<file path="src/rtl/dscp_pkg.sv">
// shared types and constants for the 8.3 short name check and pack block
// no dependencies

package dscp_pkg;

  localparam int unsigned ByteW   = 8;
  localparam int unsigned BaseLen = 8;
  localparam int unsigned ExtLen  = 3;

  localparam logic [ByteW-1:0] ChNul      = 8'h00;
  localparam logic [ByteW-1:0] ChSpace    = 8'h20;
  localparam logic [ByteW-1:0] ChDot      = 8'h2E;
  localparam logic [ByteW-1:0] ChSlash    = 8'h2F;
  localparam logic [ByteW-1:0] ChTilde    = 8'h7E;
  localparam logic [ByteW-1:0] ChDollar   = 8'h24;
  localparam logic [ByteW-1:0] CaseOffset = 8'h20;  // 'a' - 'A'

  typedef logic [BaseLen-1:0][ByteW-1:0] base_t;
  typedef logic [ExtLen-1:0][ByteW-1:0]  ext_t;

  localparam base_t SpaceBase = {BaseLen{ChSpace}};
  localparam ext_t  SpaceExt  = {ExtLen{ChSpace}};

  // byte classification handed from the classifier to the name state
  typedef struct packed {
    logic             is_end;
    logic             is_dot;
    logic             allowed;
    logic [ByteW-1:0] ch_up;
  } cls_t;

  // packed name as seen at an end byte
  typedef struct packed {
    logic  name_ok;
    base_t base;
    ext_t  ext;
  } res_t;

endpackage

</file>
<file path="src/rtl/dscp_classify.sv">
// byte classifier: end and dot detection, case folding, allowed set check
// depends on dscp_pkg

module dscp_classify (
  input  logic [dscp_pkg::ByteW-1:0] ch_i,
  output dscp_pkg::cls_t             cls_o
);
  import dscp_pkg::*;

  logic [ByteW-1:0] up;
  logic             ok;

  always_comb begin
    up = ch_i;
    if (ch_i inside {[8'h61:8'h7A]}) begin
      up = ch_i - CaseOffset;
    end
  end

  always_comb begin
    ok = 1'b0;
    if (up[ByteW-1]) begin
      ok = 1'b1;
    end else if (up inside {[8'h41:8'h5A], [8'h30:8'h39]}) begin
      ok = 1'b1;
    end else if (up inside {ChDollar, 8'h25, 8'h27, 8'h2D, 8'h5F, 8'h40, ChTilde,
                            8'h60, 8'h21, 8'h28, 8'h29, 8'h7B, 8'h7D, 8'h5E,
                            8'h23, 8'h26, ChSpace}) begin
      ok = 1'b1;
    end
  end

  assign cls_o.is_end  = (ch_i == ChNul) || (ch_i == ChSlash);
  assign cls_o.is_dot  = (ch_i == ChDot);
  assign cls_o.allowed = ok;
  assign cls_o.ch_up   = up;

endmodule

</file>
<file path="src/rtl/dscp_name_state.sv">
// name state: base and extension stores, lengths, dot and error flags
// depends on dscp_pkg

module dscp_name_state (
  input  logic           clk_i,
  input  logic           rst_ni,
  input  logic           step_i,
  input  dscp_pkg::cls_t cls_i,
  output dscp_pkg::res_t res_o
);
  import dscp_pkg::*;

  logic [3:0] base_len_q, base_len_d;
  logic [1:0] ext_len_q, ext_len_d;
  logic       dot_q, dot_d;
  logic       bad_q, bad_d;
  base_t      base_q, base_d;
  ext_t       ext_q, ext_d;
  logic [2:0] base_idx;
  logic [1:0] ext_idx;

  assign base_idx = 3'(BaseLen - 1) - base_len_q[2:0];
  assign ext_idx  = 2'(ExtLen - 1) - ext_len_q;

  always_comb begin
    base_len_d = base_len_q;
    ext_len_d  = ext_len_q;
    dot_d      = dot_q;
    bad_d      = bad_q;
    base_d     = base_q;
    ext_d      = ext_q;
    if (step_i) begin
      if (cls_i.is_end) begin
        base_len_d = '0;
        ext_len_d  = '0;
        dot_d      = 1'b0;
        bad_d      = 1'b0;
        base_d     = SpaceBase;
        ext_d      = SpaceExt;
      end else if (!bad_q) begin
        if (cls_i.is_dot) begin
          if (dot_q) begin
            bad_d = 1'b1;
          end else begin
            dot_d = 1'b1;
          end
        end else if (!cls_i.allowed) begin
          bad_d = 1'b1;
        end else if (!dot_q) begin
          if (base_len_q[3]) begin
            bad_d = 1'b1;
          end else begin
            base_d[base_idx] = cls_i.ch_up;
            base_len_d       = base_len_q + 4'd1;
          end
        end else begin
          if (base_len_q == 4'd0 || ext_len_q == 2'(ExtLen)) begin
            bad_d = 1'b1;
          end else begin
            ext_d[ext_idx] = cls_i.ch_up;
            ext_len_d      = ext_len_q + 2'd1;
          end
        end
      end
    end
  end

  always_ff @(posedge clk_i or negedge rst_ni) begin
    if (!rst_ni) begin
      base_len_q <= '0;
      ext_len_q  <= '0;
      dot_q      <= 1'b0;
      bad_q      <= 1'b0;
      base_q     <= SpaceBase;
      ext_q      <= SpaceExt;
    end else begin
      base_len_q <= base_len_d;
      ext_len_q  <= ext_len_d;
      dot_q      <= dot_d;
      bad_q      <= bad_d;
      base_q     <= base_d;
      ext_q      <= ext_d;
    end
  end

  assign res_o.name_ok = !bad_q;
  assign res_o.base    = bad_q ? '0 : base_q;
  assign res_o.ext     = bad_q ? '0 : ext_q;

`ifndef SYNTHESIS
  a_ext_needs_dot: assert property (@(posedge clk_i) disable iff (!rst_ni)
    !dot_q |-> ext_len_q == 2'd0)
    else $error("extension length grew without a dot");
  a_base_bounded: assert property (@(posedge clk_i) disable iff (!rst_ni)
    base_len_q <= 4'(BaseLen))
    else $error("base length beyond limit");
  a_end_clears: assert property (@(posedge clk_i) disable iff (!rst_ni)
    step_i && cls_i.is_end |=> base_len_q == 4'd0 && !dot_q && !bad_q)
    else $error("name state not cleared after end byte");
`endif

endmodule

</file>
<file path="src/rtl/dos_short_name_check_pack.sv">
// top level of the 8.3 short name check and pack block
// depends on dscp_pkg, dscp_classify, dscp_name_state
//
// usage:
//   - input channel (in_valid_i / in_ready_o / ch_i) takes one filename byte
//     per request; a byte of 0x00 or '/' ends the name
//   - output channel (out_valid_o / out_ready_i) gives one result per end byte:
//     valid_res_o, base_chars_o (first char in the top byte) and ext_chars_o,
//     both space padded; an illegal name gives valid_res_o low and zero fields
//   - bytes other than the end byte produce no result
//   - timing: a byte is held in the input register, then the name state
//     updates; the result of an end byte is loaded into the result register
//     as the end byte leaves the input register, and is offered from there
//   - throughput: one byte per cycle while no end byte waits for a result slot,
//     set by the classifier and state update between the input and result registers
//   - a stalled receiver only holds up an end byte waiting in the input
//     register; ordinary bytes keep flowing while the result waits
//   - reset empties both registers and returns the name state to an empty
//     name with an all-space base and extension

module dos_short_name_check_pack (
  input  logic                                clk_i,
  input  logic                                rst_ni,
  input  logic                                in_valid_i,
  output logic                                in_ready_o,
  input  logic [dscp_pkg::ByteW-1:0]          ch_i,
  output logic                                out_valid_o,
  input  logic                                out_ready_i,
  output logic                                valid_res_o,
  output logic [dscp_pkg::BaseLen*dscp_pkg::ByteW-1:0] base_chars_o,
  output logic [dscp_pkg::ExtLen*dscp_pkg::ByteW-1:0]  ext_chars_o
);
  import dscp_pkg::*;

  // input register
  logic             in_vld_q, in_vld_d;
  logic [ByteW-1:0] ch_q;

  // result register
  logic out_vld_q, out_vld_d;
  res_t res_q;

  cls_t cls;
  res_t cur_res;
  logic out_free;
  logic step;
  logic in_take;

  dscp_classify u_classify (
    .ch_i  (ch_q),
    .cls_o (cls)
  );

  dscp_name_state u_name_state (
    .clk_i  (clk_i),
    .rst_ni (rst_ni),
    .step_i (step),
    .cls_i  (cls),
    .res_o  (cur_res)
  );

  // an end byte needs a free result slot, other bytes always advance
  assign out_free   = !out_vld_q || out_ready_i;
  assign step       = in_vld_q && (!cls.is_end || out_free);
  assign in_ready_o = !in_vld_q || step;
  assign in_take    = in_valid_i && in_ready_o;

  always_comb begin
    in_vld_d = in_vld_q;
    if (in_take) begin
      in_vld_d = 1'b1;
    end else if (step) begin
      in_vld_d = 1'b0;
    end
  end

  always_comb begin
    out_vld_d = out_vld_q;
    if (step && cls.is_end) begin
      out_vld_d = 1'b1;
    end else if (out_ready_i) begin
      out_vld_d = 1'b0;
    end
  end

  always_ff @(posedge clk_i or negedge rst_ni) begin
    if (!rst_ni) begin
      in_vld_q  <= 1'b0;
      out_vld_q <= 1'b0;
    end else begin
      in_vld_q  <= in_vld_d;
      out_vld_q <= out_vld_d;
    end
  end

  // payload registers, no reset needed
  always_ff @(posedge clk_i) begin
    if (in_take) begin
      ch_q <= ch_i;
    end
    if (step && cls.is_end) begin
      res_q <= cur_res;
    end
  end

  assign out_valid_o  = out_vld_q;
  assign valid_res_o  = res_q.name_ok;
  assign base_chars_o = res_q.base;
  assign ext_chars_o  = res_q.ext;

`ifndef SYNTHESIS
  a_stall_only_on_end: assert property (@(posedge clk_i) disable iff (!rst_ni)
    !in_ready_o |-> in_vld_q && cls.is_end && out_vld_q && !out_ready_i)
    else $error("input stalled without a blocked end byte");
  a_bad_is_zero: assert property (@(posedge clk_i) disable iff (!rst_ni)
    out_vld_q && !res_q.name_ok |-> res_q.base == '0 && res_q.ext == '0)
    else $error("illegal name result carries nonzero fields");
  a_end_makes_result: assert property (@(posedge clk_i) disable iff (!rst_ni)
    step && cls.is_end |=> out_vld_q)
    else $error("end byte did not load the result register");
`endif

endmodule

</file>
<file path="config.mk">
export PLATFORM = sky130hd
export DESIGN_NAME = dos_short_name_check_pack
export DESIGN_NICKNAME = d
export VERILOG_FILES = /design/src/rtl/dscp_pkg.sv /design/src/rtl/dscp_classify.sv /design/src/rtl/dscp_name_state.sv /design/src/rtl/dos_short_name_check_pack.sv
export SDC_FILE = /design/constraint.sdc
export NUM_CORES = 1
export LEC_CHECK = 0
export BUFFER_PORTS_ARGS = -buffer_cell sky130_fd_sc_hd__buf_2
export CAP_MARGIN = 0
export CORE_ASPECT_RATIO = 1.25
export CORE_MARGIN = 1
export CORE_UTILIZATION = 50
export DETAILED_ROUTE_END_ITERATION = 10
export GPL_TIMING_DRIVEN = 0
export PLACE_DENSITY = 0.7
export SYNTH_ARGS = -nofsm -noshare
export SYNTH_HDL_FRONTEND = slang
export SYNTH_SLANG_ARGS = --single-unit
</file>
<file path="constraint.sdc">
create_clock -name clk_i -period 14.6 [get_ports clk_i]
set_input_delay 1.46 -clock clk_i [delete_from_list [all_inputs] [get_ports clk_i]]
set_output_delay 1.46 -clock clk_i [all_outputs]
set_load 0.05 [all_outputs]
</file>
After elaboration in Yosys (flattened, before gate mapping):

Index checks and enable logic that the tools add are counted.

* flip-flop bits (word level): 195
* bits in latches: 0
* RAM bits: 0
* bits in read-only memories: 0
* bits of input ports: 12
* output and inout port bits: 91
* logic and storage cells: 150
* memories: 0

* add/sub/neg operators: 5
* multiply operators: 0
* divide/modulo/power cells: 0
* order comparisons: 10
* eq/ne operators: 25
* shift operators: 0
* multiplexer cells: 49
* bitwise logic cells: 0
* reductions and logical operators: 30

Operators with widths (count)
* 2-to-1 mux 64 bit: 6
* 2-to-1 mux 24 bit: 6
* equality test 8 x 6 -> 1 bit, second input constant: 12
* bitwise mux 64 bit: 1
* equality test 8 x 7 -> 1 bit, second input constant: 7
* bitwise mux 24 bit: 1
* demux 8 bit (select 3 bit): 1
* 2-to-1 mux 4 bit: 6
* 2-to-1 mux 8 bit: 3
* 2-to-1 mux 1 bit: 18
* nonzero test 17 bit: 1
* demux 8 bit (select 2 bit): 1
* >= comparator 8 x 7 -> 1 bit, second input constant: 2
* less-or-equal comparator 8 x 7 -> 1 bit, second input constant: 2
* 2-to-1 mux 2 bit: 6
* AND reduction 6 bit: 2
* nonzero test 2 bit: 6
* >= comparator 8 x 6 -> 1 bit, second input constant: 1
* less-or-equal comparator 8 x 6 -> 1 bit, second input constant: 1
* logical AND 1 bit: 8
* logical NOT 8 bit: 1
* != test 2 bit, second input constant: 4
* subtractor 8 x 6 -> 8 bit, second input constant: 1
* logical OR 1 bit: 5
* 14 further kinds: 17

Depth between registers and ports, before layout:

* depth in word-level cells: 12
* mapped depth: 10
* mapped depth without buffers: 8

Hierarchy:

A second synthesis with hierarchy kept.

* cell total of the unflattened synthesis: 566
* area total of the unflattened synthesis: 8115.3 um^2

Modules (own cells, without submodules)
* dscp_name_state: times used 1, cells an instance 410, area each 4762.1 um^2, seq. area each 2416.1 um^2
* dos_short_name_check_pack: times used 1, cells an instance 107, area each 3030.4 um^2, seq. area each 2962.8 um^2
* dscp_classify: times used 1, cells an instance 49, area each 322.8 um^2, seq. area each 0.0 um^2

Least setup slack after synthesis:

Ideal clock, no wire load.

* kind: in2reg
* start point: in out_ready_i
* end point: reg u_name_state.bad_q
* setup time: 0.294 ns
* arrival: 4.865 ns
* data required time: 14.306 ns
* setup slack: 9.441 ns
* stages on the path: 5
* buffers on the path: 1
* cell sequence: nand2b_1 nand3_1 clkinv_1 buf_1 o32ai_1

* cells in the longest elaborated chain, start to end: 3

RTL lines
* from (decl): line dos_short_name_check_pack.sv:28 `input logic out_ready_i,`
* logical OR 1 bit: line dos_short_name_check_pack.sv:63 `assign out_free = !out_vld_q || out_ready_i;`
* logical OR 1 bit: line dos_short_name_check_pack.sv:64 `assign step = in_vld_q && (!cls.is_end || out_free);`
* logical AND 1 bit: line dos_short_name_check_pack.sv:64
* to (signal assigned): line dscp_name_state.sv:73 `bad_q <= 1'b0;`
* to (signal assigned): line dscp_name_state.sv:80 `bad_q <= bad_d;`
* to (decl): line dscp_name_state.sv:16 `logic bad_q, bad_d;`

Every way passes these cells.
A chain may end at the register's enable or synchronous reset.

Worst setup path in the final report:

* start point: reg ch_q[6]
* end point: out in_ready_o

* cells in the longest elaborated chain, start to end: 6
* elaborated cells between the ends (all ways): 7
* those cells by class: 1 x eq/ne; 6 x reduce/logical

RTL lines
* from (decl): line dos_short_name_check_pack.sv:37 `logic [ByteW-1:0] ch_q;`
* from (signal assigned): line dos_short_name_check_pack.sv:99 `ch_q <= ch_i;`
* equality test 8 x 6 -> 1 bit or logical NOT 8 bit (tied branches): line dscp_classify.sv:33 `assign cls_o.is_end = (ch_i == ChNul) || (ch_i == ChSlash);`
* logical OR 1 bit *: line dscp_classify.sv:33
* logical NOT 1 bit *: line dos_short_name_check_pack.sv:64
* logical OR 1 bit *: line dos_short_name_check_pack.sv:64
* logical AND 1 bit *: line dos_short_name_check_pack.sv:64
* logical OR 1 bit *: line dos_short_name_check_pack.sv:65 `assign in_ready_o = !in_vld_q || step;`
* to (decl): line dos_short_name_check_pack.sv:25 `output logic in_ready_o,`

Every way passes the cells marked *; elsewhere a longest branch is shown, timed or not.

==> metrics.md <==
| Metric | Value |
|---|---|
| Status | complete, no violations |
| Ys flop type | edfxtp_1 |
| Critical path class | flip-flop to output pin |
| Post-synthesis xor/xnor area fraction | 0% |
| Fin util | 61.1% |
| Syn Nets | 617 |
| Pwr/cell area | 128 nW/µm² |
| Initial antenna violation count | 0 |
| Worst Path Required | 13.14 ns |
| Detailed Routing Iterations Pass 1 | 4 |
| Area leader, netlist | edfxtp_1 |
| Die X | 116 µm |
| CTS Hold Bufs | 0 |
| Clk_lat worst skew | 0.43 ns |
| Sequential fraction of the synthesis area | 66.2% |
| Max Slew Vio Count | 0 |
| Post-synth EDFFs | 97 |
| Peak supply drop | 79.4 µV |
| Setup Buffers After CTS | 0 |
| Hold WS | 0.503 ns |
| Post-Synth Adder-Cell Area | 1.08% |
| Vias in the first global route | 4839 |
| Post-route DRC | 0 |
| N_diodes | 0 |
| Setup_tns | 0 ns |
| Vias per cell | 5.12 |
| Slew Limit Headroom | 47.6% |
| GRT Util Overall | 20.3% |
| Synth Area in Simple Gates | 16.2% |
| Resized Gates After CTS | 0 |
| Crit Path Max Fanout | 8 |
| Yosys warns | 0 |
| Fillers | 1265 |
| Vias | 4850 |
| Cell count after synthesis | 598 |
| Port bufs | 102 |
| Die area | 16800 µm² |
| Clk_skew | 0.00782 ns |
| Clock root buffer | clkbuf_16 |
| Synth area leaders | edfxtp_1, dfrtp_1, mux2i_1 |
| Antenna-violating nets left | 0 |
| Kind of end point of the critical path | output pin |
| Top-area cell type share of the netlist area | 35.9% |
| Crit path time final | 4.13 ns |
| Leakage power | 4.23 nW |
| Placer Congestion | 0.859 |
| Pin count of the biggest net entering global routing | 55 |
| Post-DP HPWL | 10.7 mm |
| Final setup fails | 0 |
| Synthesis-stage register bit count | 195 |
| Wire length per cell | 16.8 µm |
| Ys async rst share | 50.3% |
| Clk buf depth | 2 |
| Number of max-cap violations | 0 |
| Final Hold Fails | 0 |
| Initial Utilization | 51.7% |
| Num CTS Buffers | 17 |
| Worst-Margin Slew | 0.786 ns |
| Routed WL | 15.9 mm |
| Compound-cell area share of the yosys netlist | 3.71% |
| Non-filler instance count after layout | 947 |
| H-tree Lvls | 4 |
| Nets | 741 |
| Layout cells sized above 1 | 23.8% |
| # IOs | 103 |
| Synth unique cells | 56 |
| CP max-delay cell | or3b_2 |
| CTS sink cnt | 195 |
| CP peak stage delay | 0.51 ns |
| Placeable core region | 15700 µm² |
| Startpoint types | flip-flop |
| Mux cell area share after synthesis | 10.1% |
| FMAX | 242 MHz |
| GRT overflow | 0 |
| Post-Syn Area | 8120 µm² |
| Final period utilization | 28.3% |
| Placed insts | 915 |
| Crit path DAT | 2.67 ns |
| RSZ-0062 raised after global routing | no |
| Worst-path clk slew | 0.06 ns |
| FP Rows | 51 |
| Syn_area_per_cell | 13.6 µm² |
| First-pass GRT wire length | 25.0 mm |
| Largest family of logic cells by synthesized area | simple AND/OR/NAND/NOR gates |
| Area after DPL | 8970 µm² |
| Critical path cell sequence | or2_1, or4_4, o32a_2, or3b_2, buf_2 |
| Synthesis-to-layout area growth | 18.2% |
| CTS tree | yes |
| Hold/Removal Path Class | flip-flop to flip-flop |
| Die height | 144 µm |
| 1st-iter DRT viols | 264 |
| Final Instance Area | 9590 µm² |
==> metrics by stage <==
stage / power (mW) / worst slack [ns]
floorplan: 0.710 / 9.44
global placement: 0.736 / 8.23
detailed placement: 0.744 / 10.62
CTS: 1.24 / 10.47
global route: 1.27 / 10.40
finish: 1.23 / 10.47
==> report_power, final <==
part | switching [mW] | leakage (nW) | internal [mW]
Combinational | 0.0677 | 1.66 | 0.0369
Sequential | 0.0200 | 2.27 | 0.610
Clock | 0.200 | 0.298 | 0.294
==> cells in the mapped netlist, types with 3 or more instances <==
library cell and instances:
edfxtp_1 97, dfstp_2 11, mux2i_1 82, buf_2 3
o21ai_0 4, a22o_1 5, buf_6 4, clkinv_1 5
inv_1 9, nand4_4 6, and2_4 3, dfrtp_1 87
ha_1 7, clkbuf_1 22, and2_1 3, nand2_1 83
nor2b_1 88, nand3_1 4, a21oi_1 3, nor2_1 24
==> critical path: cells and delay by family, from the launching register on <==
kind | cells | cell delay (ns)
AOI/OAI and AO/OA | 1 | 0.28
buffers and inverters | 1 | 0.23
DFF | 1 | 0.46
and+or+nand+nor | 3 | 1.26
==> cells by family after synthesis <==
family | count (synthesis)
flip-flops | 195
adder cells (fa/ha/maj) | 7
AND/OR/NAND/NOR | 229
buffers and inverters | 47
AO/OA/AOI/OAI | 38
multiplexers | 82
==> final timing paths <==
check,startpoint,end,slack [ns],cells past startpoint
worst min register to register,u_name_state.base_q[6],u_name_state.base_q[6],0.50,1
min in group asynchronous,rst_ni,u_name_state.ext_q[11],1.02,1
max in group asynchronous,rst_ni,u_name_state.base_q[13],12.85,2
worst max-delay path,ch_q[6],in_ready_o,10.47,5
worst max register to register,ch_q[6],base_chars_o[50],11.30,8
worst min-delay path,u_name_state.base_q[6],u_name_state.base_q[6],0.50,1
==> placed cells by master, fill, tap and decap left out, drive strengths merged, types with 2 or more instances in the layout <==
| cell | instances |
|---|---|
| clkbuf | 43 |
| clkinv | 7 |
| o21ai | 7 |
| o211ai | 3 |
| a31oi | 2 |
| nand3 | 5 |
| nor3 | 4 |
| nand4 | 6 |
| nor2 | 25 |
| and2 | 6 |
| inv | 13 |
| dfrtp | 87 |
| o31ai | 2 |
| o2bb2ai | 2 |
| clkinvlp | 2 |
| mux2i | 82 |
| dfstp | 11 |
| nand2 | 83 |
| o32ai | 2 |
| a22o | 5 |
| nand2b | 2 |
| a21o | 2 |
| ha | 7 |
| a21oi | 3 |
| and3 | 2 |
| buf | 115 |
| bufinv | 4 |
| o2111ai | 2 |
| edfxtp | 97 |
| nor2b | 88 |
==> layer usage <==
layer	vias to the layer above	global-route usage, %	part of all wire [%]
met4	0	9.51	2.6
met5	-	0	0
met1	2384	24.3	42
met2	123	35.2	52
li1	2320	-	-
met3	23	3.81	3.3
==> sequential cells by signal, summed over array words and instances, names as in the netlist, 2 cells and up <==
register                 count
u_name_state.base_q         64
base_chars_o                64
u_name_state.ext_len_q       2
ch_q                         8
u_name_state.base_len_q      4
ext_chars_o                 24
u_name_state.ext_q          24
==> cell type report <==
type,instances,area (µm²),area share [%]
plain buffers,32,163,1.70
clock inverters,11,176,1.84
well taps,212,265,2.76
inverters,15,56.3,0.587
clock buffers,21,450,4.69
multi-input cells,356,2520,26.3
repair buffers,105,581,6.05
flip-flops and latches,195,5380,56.1
Power figures use the tool's default switching activity.
